`src/rtl/wfd_pkg.sv`:
```
`timescale 1ns / 1ps
// ----------------------------------------------------------------------------
// wfd_pkg - shared types and codes of the WebSocket frame deframer
// Result kinds and the result record passed from the parser to the output stage.
// ----------------------------------------------------------------------------
package wfd_pkg;

  localparam int unsigned LimitW = 31;

  typedef enum logic [1:0] {
    KIND_PAYLOAD   = 2'd0,
    KIND_EMPTY     = 2'd1,
    KIND_BAD_HDR   = 2'd2,
    KIND_TOO_LARGE = 2'd3
  } kind_t;

  typedef struct packed {
    kind_t      kind;
    logic [7:0] data_byte;
    logic [3:0] opcode;
    logic       fin;
    logic       last;
  } result_t;

endpackage

```
`src/rtl/wfd_parser.sv`:
```
`timescale 1ns / 1ps
// ----------------------------------------------------------------------------
// wfd_parser - frame header parser and payload unmasker
// Advances the parse state by one byte per accepted beat and forms the result.
// ----------------------------------------------------------------------------
module wfd_parser (
  input  logic                        clk,
  input  logic                        rst_n,
  input  logic                        step,
  input  logic [7:0]                  in_byte,
  input  logic [wfd_pkg::LimitW-1:0]  max_len,
  output logic                        res_valid,
  output wfd_pkg::result_t            res
);

  typedef enum logic [2:0] {
    PH_HDR0  = 3'd0,
    PH_HDR1  = 3'd1,
    PH_LEN16 = 3'd2,
    PH_LEN64 = 3'd3,
    PH_MASK  = 3'd4,
    PH_DATA  = 3'd5
  } phase_t;

  localparam logic [6:0] LEN_CODE_16 = 7'd126;
  localparam logic [6:0] LEN_CODE_64 = 7'd127;
  localparam logic [2:0] NEED_16     = 3'd2;
  localparam logic [2:0] NEED_64     = 3'd0; // eight bytes, count wraps
  localparam logic [2:0] NEED_KEY    = 3'd4;

  localparam logic [3:0] OP_CONT  = 4'd0;
  localparam logic [3:0] OP_TEXT  = 4'd1;
  localparam logic [3:0] OP_BIN   = 4'd2;
  localparam logic [3:0] OP_CLOSE = 4'd8;
  localparam logic [3:0] OP_PING  = 4'd9;
  localparam logic [3:0] OP_PONG  = 4'd10;

  localparam int unsigned LW = wfd_pkg::LimitW;

  phase_t          phase_r, phase_nxt;
  logic [7:0]      hdr_r, hdr_nxt;
  logic [LW-1:0]   len_r, len_nxt;    // low bits of the frame length
  logic            ovf_r, ovf_nxt;    // some length bit above the low field is set
  logic [2:0]      cnt_r, cnt_nxt;
  logic [31:0]     key_r, key_nxt;
  logic [LW-1:0]   idx_r, idx_nxt;

  logic [2:0]      cnt_inc;
  logic [LW-1:0]   chk_len;
  logic            chk_ovf;
  logic            too_long;
  logic            op_known;
  logic            bad_hdr;
  logic [LW:0]     idx_plus;
  logic            pay_last;
  logic [7:0]      key_byte;
  logic [2:0]      len_need;

  // shared length check
  assign too_long = chk_ovf || (chk_len > max_len);
  assign cnt_inc  = cnt_r + 3'd1;
  assign len_need = (phase_r == PH_LEN16) ? NEED_16 : NEED_64;

  assign op_known = (hdr_r[3:0] == OP_CONT)  || (hdr_r[3:0] == OP_TEXT) ||
                    (hdr_r[3:0] == OP_BIN)   || (hdr_r[3:0] == OP_CLOSE) ||
                    (hdr_r[3:0] == OP_PING)  || (hdr_r[3:0] == OP_PONG);
  assign bad_hdr  = (hdr_r[6:4] != 3'd0) || !in_byte[7] || !op_known;

  // payload byte position and mask key lane
  assign idx_plus = {1'b0, idx_r} + {{LW{1'b0}}, 1'b1};
  assign pay_last = (idx_plus == {1'b0, len_r});

  always_comb begin
    unique case (idx_r[1:0])
      2'd0:    key_byte = key_r[31:24];
      2'd1:    key_byte = key_r[23:16];
      2'd2:    key_byte = key_r[15:8];
      default: key_byte = key_r[7:0];
    endcase
  end

  // next state and result
  always_comb begin
    phase_nxt     = phase_r;
    hdr_nxt       = hdr_r;
    len_nxt       = len_r;
    ovf_nxt       = ovf_r;
    cnt_nxt       = cnt_r;
    key_nxt       = key_r;
    idx_nxt       = idx_r;
    chk_len       = len_r;
    chk_ovf       = ovf_r;
    res_valid     = 1'b0;
    res.kind      = wfd_pkg::KIND_PAYLOAD;
    res.data_byte = 8'd0;
    res.opcode    = hdr_r[3:0];
    res.fin       = hdr_r[7];
    res.last      = 1'b0;
    unique case (phase_r)
      PH_HDR1: begin
        chk_len = {{(LW-7){1'b0}}, in_byte[6:0]};
        chk_ovf = 1'b0;
        if (bad_hdr) begin
          phase_nxt = PH_HDR0;
          res_valid = 1'b1;
          res.kind  = wfd_pkg::KIND_BAD_HDR;
        end else begin
          len_nxt = '0;
          ovf_nxt = 1'b0;
          cnt_nxt = 3'd0;
          if (in_byte[6:0] == LEN_CODE_16) begin
            phase_nxt = PH_LEN16;
          end else if (in_byte[6:0] == LEN_CODE_64) begin
            phase_nxt = PH_LEN64;
          end else begin
            len_nxt = chk_len;
            if (too_long) begin
              phase_nxt = PH_HDR0;
              res_valid = 1'b1;
              res.kind  = wfd_pkg::KIND_TOO_LARGE;
            end else begin
              phase_nxt = PH_MASK;
            end
          end
        end
      end
      PH_LEN16, PH_LEN64: begin
        chk_len = {len_r[LW-9:0], in_byte};
        chk_ovf = ovf_r || (len_r[LW-1:LW-8] != 8'd0);
        len_nxt = chk_len;
        ovf_nxt = chk_ovf;
        cnt_nxt = cnt_inc;
        if (cnt_inc == len_need) begin
          cnt_nxt = 3'd0;
          if (too_long) begin
            phase_nxt = PH_HDR0;
            res_valid = 1'b1;
            res.kind  = wfd_pkg::KIND_TOO_LARGE;
          end else begin
            phase_nxt = PH_MASK;
          end
        end
      end
      PH_MASK: begin
        key_nxt = {key_r[23:0], in_byte};
        cnt_nxt = cnt_inc;
        if (cnt_inc == NEED_KEY) begin
          if ((len_r == '0) && !ovf_r) begin
            phase_nxt = PH_HDR0;
            res_valid = 1'b1;
            res.kind  = wfd_pkg::KIND_EMPTY;
            res.last  = 1'b1;
          end else begin
            phase_nxt = PH_DATA;
            idx_nxt   = '0;
          end
        end
      end
      PH_DATA: begin
        res_valid     = 1'b1;
        res.kind      = wfd_pkg::KIND_PAYLOAD;
        res.data_byte = in_byte ^ key_byte;
        res.last      = pay_last;
        if (pay_last) begin
          phase_nxt = PH_HDR0;
        end else begin
          idx_nxt = idx_plus[LW-1:0];
        end
      end
      default: begin
        hdr_nxt   = in_byte;
        phase_nxt = PH_HDR1;
      end
    endcase
  end

  // hold parse state, advance on each accepted beat
  always_ff @(posedge clk) begin
    if (!rst_n) begin
      phase_r <= PH_HDR0;
      hdr_r   <= 8'd0;
      len_r   <= '0;
      ovf_r   <= 1'b0;
      cnt_r   <= 3'd0;
      key_r   <= 32'd0;
      idx_r   <= '0;
    end else if (step) begin
      phase_r <= phase_nxt;
      hdr_r   <= hdr_nxt;
      len_r   <= len_nxt;
      ovf_r   <= ovf_nxt;
      cnt_r   <= cnt_nxt;
      key_r   <= key_nxt;
      idx_r   <= idx_nxt;
    end
  end

endmodule

```
`src/rtl/wfd_out_stage.sv`:
```
`timescale 1ns / 1ps
// ----------------------------------------------------------------------------
// wfd_out_stage - result register
// Holds one result beat and frees the input side as it drains.
// ----------------------------------------------------------------------------
module wfd_out_stage (
  input  logic              clk,
  input  logic              rst_n,
  input  logic              in_valid,
  output logic              in_ready,
  input  logic              res_valid,
  input  wfd_pkg::result_t  res,
  output logic              out_valid,
  input  logic              out_ready,
  output wfd_pkg::result_t  out_res
);

  logic             valid_r;
  wfd_pkg::result_t res_r;
  logic             step;

  assign in_ready  = !valid_r || out_ready;
  assign step      = in_valid && in_ready;
  assign out_valid = valid_r;
  assign out_res   = res_r;

  // load a result on each accepted beat, drop it once taken
  always_ff @(posedge clk) begin
    if (!rst_n) begin
      valid_r <= 1'b0;
    end else if (step) begin
      valid_r <= res_valid;
    end else if (out_ready) begin
      valid_r <= 1'b0;
    end
  end

  // payload register
  always_ff @(posedge clk) begin
    if (step && res_valid) begin
      res_r <= res;
    end
  end

endmodule

```
`src/rtl/websocket_frame_deframer_top.sv`:
```
`timescale 1ns / 1ps
// ----------------------------------------------------------------------------
// websocket_frame_deframer_top - WebSocket receive frame parser
// Parses frame headers from a byte stream and emits unmasked payload bytes.
//
//   channel   | direction | contents
//   ----------+-----------+----------------------------------------------
//   in_       | slave     | tdata[7:0] received byte
//   out_      | master    | tdata data/opcode/fin, tuser kind, tlast
//   cfg_      | write     | wr_data[30:0] max_frame_length
//
// One byte per cycle unless a held result stalls the input: each beat updates the parse state in one pass and its
// result, if any, lands in the output register the next cycle.
// Reset clears the parse state; the length limit resets to 2147483647.
// in_tready is low only while a held result beat is not taken.
// ----------------------------------------------------------------------------
module websocket_frame_deframer_top (
  input  logic                        clk,
  input  logic                        rst_n,
  input  logic                        in_tvalid,
  output logic                        in_tready,
  input  logic [7:0]                  in_tdata,   // [7:0] in_byte
  output logic                        out_tvalid,
  input  logic                        out_tready,
  output logic [15:0]                 out_tdata,  // [7:0] data_byte, [11:8] frame_opcode,
                                                  // [12] final_fragment, [15:13] zero
  output logic [1:0]                  out_tuser,  // [1:0] result_kind
  output logic                        out_tlast,  // last_of_frame
  input  logic                        cfg_wr_en,
  input  logic [wfd_pkg::LimitW-1:0]  cfg_wr_data
);

  logic [wfd_pkg::LimitW-1:0] max_len_r;
  logic                       step;
  logic                       res_valid;
  wfd_pkg::result_t           res;
  wfd_pkg::result_t           out_res;

  assign step = in_tvalid && in_tready;

  // length limit register
  always_ff @(posedge clk) begin
    if (!rst_n) begin
      max_len_r <= '1;
    end else if (cfg_wr_en) begin
      max_len_r <= cfg_wr_data;
    end
  end

  wfd_parser u_parser (
    .clk       (clk),
    .rst_n     (rst_n),
    .step      (step),
    .in_byte   (in_tdata),
    .max_len   (max_len_r),
    .res_valid (res_valid),
    .res       (res)
  );

  wfd_out_stage u_out (
    .clk       (clk),
    .rst_n     (rst_n),
    .in_valid  (in_tvalid),
    .in_ready  (in_tready),
    .res_valid (res_valid),
    .res       (res),
    .out_valid (out_tvalid),
    .out_ready (out_tready),
    .out_res   (out_res)
  );

  // pack the result beat
  assign out_tdata = {3'b000, out_res.fin, out_res.opcode, out_res.data_byte};
  assign out_tuser = out_res.kind;
  assign out_tlast = out_res.last;

endmodule

```
`config.mk`:
```
export PLATFORM = sky130hd
export DESIGN_NAME = websocket_frame_deframer_top
export DESIGN_NICKNAME = d
export VERILOG_FILES = /design/src/rtl/wfd_pkg.sv /design/src/rtl/wfd_parser.sv /design/src/rtl/wfd_out_stage.sv /design/src/rtl/websocket_frame_deframer_top.sv
export SDC_FILE = /design/constraint.sdc
export NUM_CORES = 1
export LEC_CHECK = 0
export BUFFER_PORTS_ARGS = -buffer_cell sky130_fd_sc_hd__buf_2
export CAP_MARGIN = 10
export CORE_MARGIN = 5
export CORE_UTILIZATION = 58
export CTS_BUF_LIST = sky130_fd_sc_hd__clkbuf_16
export DETAILED_ROUTE_END_ITERATION = 12
export PLACE_DENSITY = 0.77
export SLEW_MARGIN = 5
export SYNTH_ARGS = -nofsm -noshare
export SYNTH_HDL_FRONTEND = slang
export SYNTH_SLANG_ARGS = --single-unit
```
`constraint.sdc`:
```
create_clock -name clk -period 9.35 [get_ports clk]
set_input_delay 1.87 -clock clk [delete_from_list [all_inputs] [get_ports clk]]
set_output_delay 1.87 -clock clk [all_outputs]
set_load 0.01 [all_outputs]
```
* Yosys cells after proc, flatten, opt, wreduce, memory -nomap -nowiden
Cells that the tools add are included.
Operators by class: bitwise gates (word level) 2, reductions and logical operators 34, mux-type cells 45, order comparisons 1, eq/ne operators 23, add/sub/neg operators 2
Operators with widths (number):
- 31-bit case mux with 2 select lines | 3
- 31-bit 2-to-1 mux | 5
- 31-bit by 1-bit adder with 32-bit output, second input constant | 1
- 32-bit by 31-bit == test with 1-bit output | 1
- 31-bit > comparator | 1
- 31-bit logical NOT | 1
- 3-bit 2-to-1 mux | 10
- 8-bit case mux with 3 select lines | 1
- 7-bit == test, second input constant | 2
- 2-bit 2-to-1 mux | 7
- 4-bit == test, second input constant | 3
- 3-bit case mux with 4 select lines | 1
- 1-bit 2-to-1 mux | 11
- 1-bit logical OR | 10
- 3-bit == test, second input constant | 3
- 3-bit case mux with 3 select lines | 1
- 8-bit nonzero test | 1
- 8-bit bitwise XOR | 1
- 7-bit 2-to-1 mux | 1
- 3-bit by 2-bit == test with 1-bit output, second input constant | 2
- 2-bit by 1-bit != test with 1-bit output, second input constant | 3
- 2-bit != test, second input constant | 3
- 1-bit case mux with 2 select lines | 3
- 2-bit case mux with 3 select lines | 1
- other kinds (21) | 31
Word-level totals: flip-flop bits (word level) 157, output and inout port bits 21

* Depth between registers and ports, before layout
depth in word-level cells 11, mapped depth 15, gate-level depth less buffers 13

* Hierarchy
A second synthesis with hierarchy kept.
Unflattened totals: cells, all modules 1070, area total of the unflattened synthesis 8957.3 um^2
Modules (own cells, without submodules):
- wfd_parser | cells each 944, area each 7264.5 um^2, sequential area each 2182.1 um^2, times used 1
- websocket_frame_deframer_top | cells each 105, area each 1147.4 um^2, sequential area each 620.6 um^2, times used 1
- wfd_out_stage | cells each 21, area each 545.5 um^2, sequential area each 500.5 um^2, times used 1

* Worst setup path before layout
No wires, ideal clock.
path kind in2reg, start in in_tdata[1], end reg u_out.res_r, in the netlist u_out.out_res[0] (enable), data required time 8962 ps, data arrival time 3715 ps, stages 11, setup slack 5247 ps, path buffers 0, path through nand2_1 nand2_1 ha_1 nor2b_1 o21ai_0 a21oi_1 o311ai_0 nand4_1 a31o_2 a21oi_1 nor2_1
On the way: cells in the longest elaborated chain, start to end 9, elaborated cells between the ends (all ways) 12, those cells by class order compare: 1; eq/ne: 2; mux: 7; reduce/logical: 2
Ends and longest elaborated chain:
- start: declaration | RTL line websocket_frame_deframer_top.sv:22 | input logic [7:0] in_tdata,
- 31-bit case mux with 2 select lines | RTL line wfd_parser.sv:99 | unique case (phase_r)
- 31-bit > comparator | RTL line wfd_parser.sv:60 | assign too_long = chk_ovf || (chk_len > max_len);
- 1-bit logical OR | RTL line wfd_parser.sv:60
- 1-bit 2-to-1 mux | RTL line wfd_parser.sv:117, wfd_parser.sv:135
- 1-bit 2-to-1 mux | RTL line wfd_parser.sv:113 | end else if (in_byte[6:0] == LEN_CODE_64) begin
- 1-bit 2-to-1 mux | RTL line wfd_parser.sv:111 | if (in_byte[6:0] == LEN_CODE_16) begin
- 1-bit 2-to-1 mux | RTL line wfd_parser.sv:103 | if (bad_hdr) begin
- 1-bit case mux with 4 select lines (*) | RTL line wfd_parser.sv:99
- 1-bit logical AND (*) | RTL line wfd_out_stage.sv:40 | if (step && res_valid) begin
- end signal: assignment | RTL line wfd_out_stage.sv:41 | res_r <= res;
- end: declaration | RTL line wfd_out_stage.sv:19 | wfd_pkg::result_t res_r;
Every way passes the cells marked *; elsewhere a longest branch is shown, timed or not. A chain may end at the register's enable or synchronous reset.

* Worst setup path in the final report
start reg u_parser.idx_r[0], end reg u_parser.idx_r[4]
On the way: cells in the longest elaborated chain, start to end 4, elaborated cells between the ends (all ways) 6, those cells by class add/sub: 1; eq/ne: 2; mux: 2; reduce/logical: 1
Ends and longest elaborated chain:
- start: declaration | RTL line wfd_parser.sv:46 | logic [LW-1:0] idx_r, idx_nxt;
- start signal: assignment | RTL line wfd_parser.sv:194 | idx_r <= idx_nxt;
- 31-bit by 1-bit adder with 32-bit output (*) | RTL line wfd_parser.sv:70 | assign idx_plus = {1'b0, idx_r} + {{LW{1'b0}}, 1'b1};
- 32-bit by 31-bit == test with 1-bit output | RTL line wfd_parser.sv:71 | assign pay_last = (idx_plus == {1'b0, len_r});
- 2-bit != test (no source line)
- 5-bit AND reduction (no source line)
Every way passes the cells marked *; elsewhere a longest branch is shown, timed or not. The select of a mux whose other input is x is not followed.

==> results.sh <==
export IMPL_status="completed"
export IMPL_portBuffers=61
export IMPL_area_growth_synth_to_final_pct=9.47
export IMPL_die_area_um2=18900
export IMPL_ys_seq_area_share_pct=35.1
export IMPL_hold_class="reg2reg"
export IMPL_fin_crit_sh_pct=53.1
export IMPL_netlist_instances=1197
export IMPL_wl_per_cell_um=19.6
export IMPL_clockRootBuffer="clkbuf_16"
export IMPL_tns_ps=0
export IMPL_max_clock_freq_mhz=202
export IMPL_fp_dieH_um=137
export IMPL_overflow=0
export IMPL_grt_pass1_vias=8433
export IMPL_initial_core_util_pct=59.2
export IMPL_antenna_found_initial=0
export IMPL_h_tree_depth=4
export IMPL_postCtsSetupBuffers=0
export IMPL_synthDistinctLibCells=76
export IMPL_viasPerCell=6.41
export IMPL_core_area_um2=15900
export IMPL_finalSetupViolCount=0
export IMPL_ys_warn_count=0
export IMPL_grt_pass1_wl_um=44400
export IMPL_antenna_cells=0
export IMPL_grt_max_degree=91
export IMPL_synth_ff_type="dfxtp_1"
export IMPL_layout_commonest_cell="nand2_1"
export IMPL_cp_max_fo=26
export IMPL_cts_sinks=157
export IMPL_worst_ep_required_time_ps=9690
export IMPL_ir_drop_mv=0.154
export IMPL_cp_start_kind="flop"
export IMPL_layout_drive_gt1_share_pct=10.4
export IMPL_tightest_slew_ps=1140
export IMPL_fin_skew_ps=9.05
export IMPL_grt_usage_pct=29.8
export IMPL_synth_edf_count=16
export IMPL_routabilityCongestion=0.963
export IMPL_p_leak_nw=3.98
export IMPL_row_count=46
export IMPL_period_needed_ps=4960
export IMPL_clkLatencyLatePin_ps=440
export IMPL_cts_hold_buffers=0
export IMPL_maxCapViolCount=0
export IMPL_critPathKind="reg2reg"
export IMPL_numCtsBuffers=17
export IMPL_slew_headroom_pct=24.0
export IMPL_ys_ff_latch=157
export IMPL_crit_path_end_kind="flop"
export IMPL_detailed_place_hpwl_um=19600
export IMPL_hold_violations=0
export IMPL_avgSynthCellArea_um2=7.86
export IMPL_drt_iter0_markers=969
export IMPL_synthArstFlopShare_pct=0
export IMPL_clk_pin_slew_ps=70
export IMPL_die_x_um=137
export IMPL_cts_path_max_buffers=2
export IMPL_pin_count=65
export IMPL_slew_violations=0
export IMPL_cts_tree="yes"
export IMPL_postPlaceCellArea_um2=9710
export IMPL_fin_nets=1280
export IMPL_routed_wl_um=28000
export IMPL_dr_total_vias=9156
export IMPL_drt_pass1_iter_count=5
export IMPL_syn_area_um2=9410
export IMPL_powerDensity_nw_per_um2=153
export IMPL_ant_nets=0
export IMPL_grt_setup_unrepaired="no"
export IMPL_arrival_ps=5300
export IMPL_final_cell_mix="nand2_1, dfxtp_1, a21oi_1, nor2_1"
export IMPL_drc_errors=0
export IMPL_final_area_um2=10300
export IMPL_ctsResizeCount=0
[logic make-up (layout without fill, tap and decap cells)]
logic type | after synthesis | count (layout) | share of synthesized area (%)
AND/OR/NAND/NOR | 483 | 483 | 25.3
AO/OA/AOI/OAI | 299 | 299 | 21.5
flip-flops | 157 | 157 | 35.1
buffers and inverters | 152 | 165 | 6.50
XOR/XNOR | 53 | 53 | 4.93
adder cells (fa/ha/maj) | 37 | 37 | 4.92
multiplexers | 15 | 15 | 1.62
other | 1 | 3 | 0.0399
[worst max-delay path, cell delays in order (launching register included)]
cell	delay, ps
dfxtp_1	490
ha_1	640
nand4_1	540
nor3_1	700
o2111ai_1	210
a211o_1	370
or4_4	500
nor4_4	270
buf_4	320
a31oi_2	460
o221ai_1	370
[registers in the layout (all words and copies together), names as in the netlist]
register / cells
u_parser.key_r: 32
max_len_r: 31
u_parser.idx_r: 31
u_parser.len_r: 31
u_out.out_res: 16
u_parser.hdr_r: 8
u_parser.cnt_r: 3
u_parser.phase_r: 3
u_out.out_valid: 1
u_parser.ovf_r: 1
[worst paths after layout]
kind | startpoint | slack [ps] | end | cells after the start
setup / recovery | u_parser.idx_r[0] | 4390 | u_parser.idx_r[4] | 10
hold / removal | u_parser.hdr_r[7] | 450 | u_out.out_res[1] | 0
setup reg to reg | u_parser.idx_r[0] | 4390 | u_parser.idx_r[4] | 10
hold reg to reg | u_parser.hdr_r[7] | 450 | u_out.out_res[1] | 0
[routing by layer]
layer	share of wire (%)	track usage (%)	up-vias
li1	-	-	4365
met1	43	39.4	4335
met2	47	49.0	390
met3	7.5	5.84	66
met4	2.9	9.92	0
met5	0	0	-
[Yosys cell counts, types with 7 or more instances]
library cell | n | share of area (%)
and2_1 | 10 | 0.67
inv_1 | 56 | 2.2
nor4_1 | 20 | 1.3
a22oi_1 | 8 | 0.64
edfxtp_1 | 16 | 5.1
and4_1 | 10 | 0.93
nand2_1 | 190 | 7.6
a31oi_1 | 19 | 1.3
nand3_1 | 61 | 3.2
o2111ai_1 | 14 | 1.3
buf_2 | 12 | 0.64
a22o_1 | 20 | 1.9
dfxtp_1 | 141 | 30
nor3_1 | 19 | 1.0
a222oi_1 | 9 | 0.96
nand2b_1 | 14 | 0.93
or4_1 | 13 | 1.0
a21oi_1 | 86 | 4.6
nor2_1 | 70 | 2.8
mux2i_1 | 13 | 1.4
nand4_1 | 37 | 2.5
xor2_1 | 15 | 1.4
buf_1 | 10 | 0.40
o21ai_0 | 38 | 2.0
o211ai_1 | 37 | 3.0
ha_1 | 37 | 4.9
or3_1 | 7 | 0.47
clkbuf_1 | 68 | 2.7
a21o_1 | 10 | 0.80
xnor2_1 | 38 | 3.5
[report_power, final]
part	internal, mW	switching, mW	leakage (nW)
sequential	0.701	0.0160	1.30
combinational	0.0532	0.107	2.39
clock	0.360	0.336	0.291
total	1.11	0.458	3.98
[layout make-up]
type | instances | area [um2]
tap | 216 | 270
timing repair buffer | 76 | 418
fill | 1400 | 5590
multi-input combinational | 890 | 5510
inverter | 57 | 214
clock buffer | 17 | 425
clock inverter | 15 | 160
sequential | 157 | 3300
[through the flow]
stage / total power [mW] / hold WS [ps] / util (%) / cells / setup slack, ps
floorplan: 0.837 / 408 / - / 1199 / 5250
global placement: 0.886 / 432 / 61.1 / 1396 / 4530
detailed placement: 0.889 / 437 / 61.1 / 1396 / 4430
CTS: 1.58 / 448 / 64.8 / 1428 / 4530
global route: 1.63 / 457 / 64.8 / 1428 / 4080
finish: 1.57 / 452 / 64.8 / 1428 / 4390
No activity file was read; power rests on OpenSTA's default activity.
